<file path="src/rtl/core/rbm_ram.sv">
// Generic simple dual-port RAM with one write port and one registered read port.
// Read data changes only on a read enable. Depends on nothing.
module rbm_ram #(
   parameter int WIDTH = 8,
   parameter int DEPTH = 256
) (
   input  logic                     clock,
   input  logic                     wr_en,
   input  logic [$clog2(DEPTH)-1:0] wr_addr,
   input  logic [WIDTH-1:0]         wr_data,
   input  logic                     rd_en,
   input  logic [$clog2(DEPTH)-1:0] rd_addr,
   output logic [WIDTH-1:0]         rd_data
);

   logic [WIDTH-1:0] mem_ff [DEPTH];
   logic [WIDTH-1:0] rd_data_ff;

   always_ff @(posedge clock) begin
      if (wr_en) begin
         mem_ff[wr_addr] <= wr_data;
      end
      if (rd_en) begin
         rd_data_ff <= mem_ff[rd_addr];
      end
   end

   assign rd_data = rd_data_ff;

endmodule
</file>
<file path="config.mk">
export PLATFORM = sky130hd
export DESIGN_NAME = rbm_ram
export DESIGN_NICKNAME = d
export VERILOG_FILES = /design/src/rtl/core/rbm_ram.sv
export SDC_FILE = /design/constraint.sdc
export NUM_CORES = 2
export LEC_CHECK = 0
export BUFFER_PORTS_ARGS = -buffer_cell sky130_fd_sc_hd__buf_2
export CORE_MARGIN = 4
export CORE_UTILIZATION = 60
export DETAILED_ROUTE_END_ITERATION = 6
export PLACE_DENSITY = 0.74
export SLEW_MARGIN = 20
export SYNTH_ARGS = -nofsm -noshare
export SYNTH_HDL_FRONTEND = slang
export SYNTH_SLANG_ARGS = --single-unit
</file>
<file path="constraint.sdc">
create_clock -name clock -period 3.05 [get_ports clock]
set_input_delay 0.305 -clock clock [delete_from_list [all_inputs] [get_ports clock]]
set_output_delay 0.305 -clock clock [all_outputs]
set_load 0.01 [all_outputs]
</file>
==> metrics.md <==
| Metric | Value |
|---|---|
| Num Clock Sinks | 2056 |
| Setup-failing EPs final | 0 |
| Post-CTS Setup Inserts | 0 |
| Layout area overhead | 14.6% |
| Number of global-route vias before repair | 40900 |
| Placed inst area | between 80000 and 90000 um2 |
| Tmin final | around 3 ns |
| Final instance area | around 91000 um2 |
| Area of the die | 139000 um2 |
| Final slew viol count | 0 |
| Mux contribution to synthesized area | roughly 15% |
| Tot GR Track Use | just under 30% |
| Post-synthesis adder-cell area fraction | 0% |
| DR iter-0 viols | 5840 |
| Num ports | 35 |
| EDFF count, synth | 2056 |
| Synth cell types | 54 |
| Synth Area in Compound Gates | 3.42% |
| Post-Synth XOR/XNOR Area | 0% |
| Synthesis-stage register bit count | 2056 |
| FF-to-FF setup slack | 0.06 ns |
| PnR Total Power | ~57000 uW |
| Num CTS Buffers | between 150 and 200 |
| HP Class | input pin to register |
| Clk Latency, worst-skew pair | 0.82 ns |
| Final Cycle Share | between 90 and 100% |
| CP Data Arrival Time | roughly 3.6 ns |
| # port buffers | 34 |
| Hold path depth | 1 |
| CTS tree | yes |
| PwrDens | 628 nW/um2 |
| Seq/Total Area, Yosys | between 70% and 80% |
| Worst-margin pin slew | 1.28 ns |
| Post-Syn Area per Cell | 21.3 um2 |
| WHS Endpoint | mem_ff[67][5] |
| Worst hold slack | between 0.06 and 0.07 ns |
| Worst Setup End Kind | register |
| Main synth FF type | edfxtp_1 |
| Peak fanout along the critical path | 1 |
| Worst setup SP type | register |
| Worst Skew | roughly 0.022 ns |
| DP HPWL | 123 mm |
| Die height | ~370 um |
| Post-Syn Nets | roughly 3800 |
| Cells after Synth | 3733 |
| Rel. slew slack | 13.9% |
| CTS Root Cell | clkbuf_16 |
| First-pass GRT wire length | 289 mm |
| Bufs on Longest Clock Path | 3 |
| Reg2Reg Depth | 6 |
| Maximum VDD drop | between 0.4 and 0.5 mV |
| Routed WL | 198 mm |
| Routability cong. | just under 0.9 |
| Synth async-reset ratio | 0% |
| HP Start | wr_data[5] |
| Cell Rows | approximately 130 |
| Simple-gate share of the synthesized area | 2.63% |
| Largest net degree at the start of global routing | 123 |
| Clk slew on worst S/H paths | approximately 0.07 ns |
| Drt drc | 0 |
| Final Net Count | ~4200 |
| Critical Path RT | 3.60 ns |
| Fin. Hold Viols | 0 |
| Post-synthesis cell area | 79600 um2 |
| Post-DRT Antenna Nets | 0 |
| Pre-antenna DRT Iters | 6 |
| Leakage | between 0.02 and 0.03 uW |
| H-Tree Depth | 4 |
| GR Overflow Total | 0 |
| Max_cap viols | 0 |
| Vias/cell | 6.65 |
| FF-to-FF Start | mem_ff[155][6] |
| Ys Warns | 0 |
| Initial Util | 60.5% |
| Largest family of logic cells by synthesized area | multiplexers |
| DR vias | ~41000 |
| Status | complete, no violations |
| Unrepaired setup endpoints after global routing | false |
| Core area | approximately 130000 um2 |
| Worst Path Class, Setup | register to register |
| Reg2reg end | rd_data[6] |
| Initial antenna violation count | 10 |
| Highest clock rate | 334 MHz |
| Die width | 372 um |
| WL/cell | ~32 um |
| Share of post-route cells with drive strength above 1 | 29.0% |
## kinds of logic (layout without fill, tap and decap cells)
group / after synthesis / count (layout)
AOI/OAI and AO/OA: 385 / 385
muxes: 591 / 591
DFF: 2056 / 2056
other: 0 / 8
buffers and inverters: 235 / 886
and+or+nand+nor: 466 / 466
## repair_timing
item	CTS	global route
setup endpoints to repair	3	2
hold buffers	1	0
hold endpoints to repair	8	0
gates resized for setup	3	2
## sequential cells by signal, summed over array words and instances (netlist names)
register and flops:
rd_data 8, mem_ff 2048
## how the worst max path moves through the flow
stage / startpoint / end / slack (ns) / cells past startpoint
finish: mem_ff[155][6] / rd_data[6] / 0.06 / 6
global route: mem_ff[147][6] / rd_data[6] / 0.15 / 6
CTS: mem_ff[64][4] / rd_data[4] / 0.04 / 5
detailed placement: rd_addr[0] / rd_data[3] / -0.69 / 8
global placement: rd_addr[0] / rd_data[0] / -0.97 / 8
floorplan: rd_addr[0] / rd_data[2] / 0.67 / 9
## final cells by class
cell class	instances	area, um2
Antenna cell	8	20.0
Clock buffer	242	5180
Clock inverter	118	883
Fill cell	7777	40400
Inverter	2	7.51
Multi-Input combinational cell	1442	16500
Sequential cell	2056	61700
Tap cell	1755	2200
Timing Repair Buffer	524	4720
## critical path: stages, from the launching register on
cell and delay, ns:
edfxtp_1 0.37, mux4_2 0.47, a22oi_1 0.31, a21oi_1 0.18
nor4_1 1.10, buf_4 0.26, nor4_2 0.05
## power by group
group	switching [uW]	internal [uW]
Sequential	36.3	31200
Combinational	1900	1150
Clock	10200	12900
## Yosys cell counts (24+ instances only)
library cell / number / area share [%]
mux2i_1: 134 / 1.7
buf_2: 31 / 0.19
o221ai_1: 46 / 0.51
edfxtp_1: 2056 / 78
nor4_1: 24 / 0.19
a21oi_1: 96 / 0.60
nor2_1: 282 / 1.3
clkbuf_1: 111 / 0.52
a22oi_1: 133 / 1.3
mux4_2: 454 / 13
o22ai_1: 28 / 0.22
nand3_1: 34 / 0.21
buf_4: 27 / 0.25
nor2b_1: 31 / 0.24
nand2_1: 33 / 0.16
## stage by stage
stage / utilization (%) / setup slack [ns] / setup TNS (ns) / cells
floorplan: - / 0.669 / 0 / 3733
global placement: 64.7 / -0.972 / -5.60 / 5776
detailed placement: 64.7 / -0.693 / -4.56 / 5778
CTS: 69.3 / 0.0390 / 0 / 6139
global route: 69.3 / 0.148 / 0 / 6142
finish: 69.3 / 0.0576 / 0 / 6147
## cells in the final DEF, fill, tap and decap left out, types with 33 or more instances in the layout
master,n
clkbuf_16,201
clkinv_1,54
nor2_1,279
o221ai_1,46
clkinv_2,41
buf_12,62
buf_4,428
edfxtp_1,2056
a21oi_1,96
mux2i_1,134
a22oi_1,133
nand3_1,34
nand2_1,33
mux4_2,454
clkbuf_1,41
## metal layers
| layer | part of all wire (%) | GRT usage [%] | vias up |
|---|---|---|---|
| met5 | 0.021 | 0 | - |
| met3 | 12 | 7.10 | 403 |
| li1 | - | - | 16700 |
| met1 | 36 | 41.5 | 21200 |
| met4 | 3.9 | 10.8 | 6 |
| met2 | 48 | 45.4 | 2537 |
(Power assumes the default switching activity.)
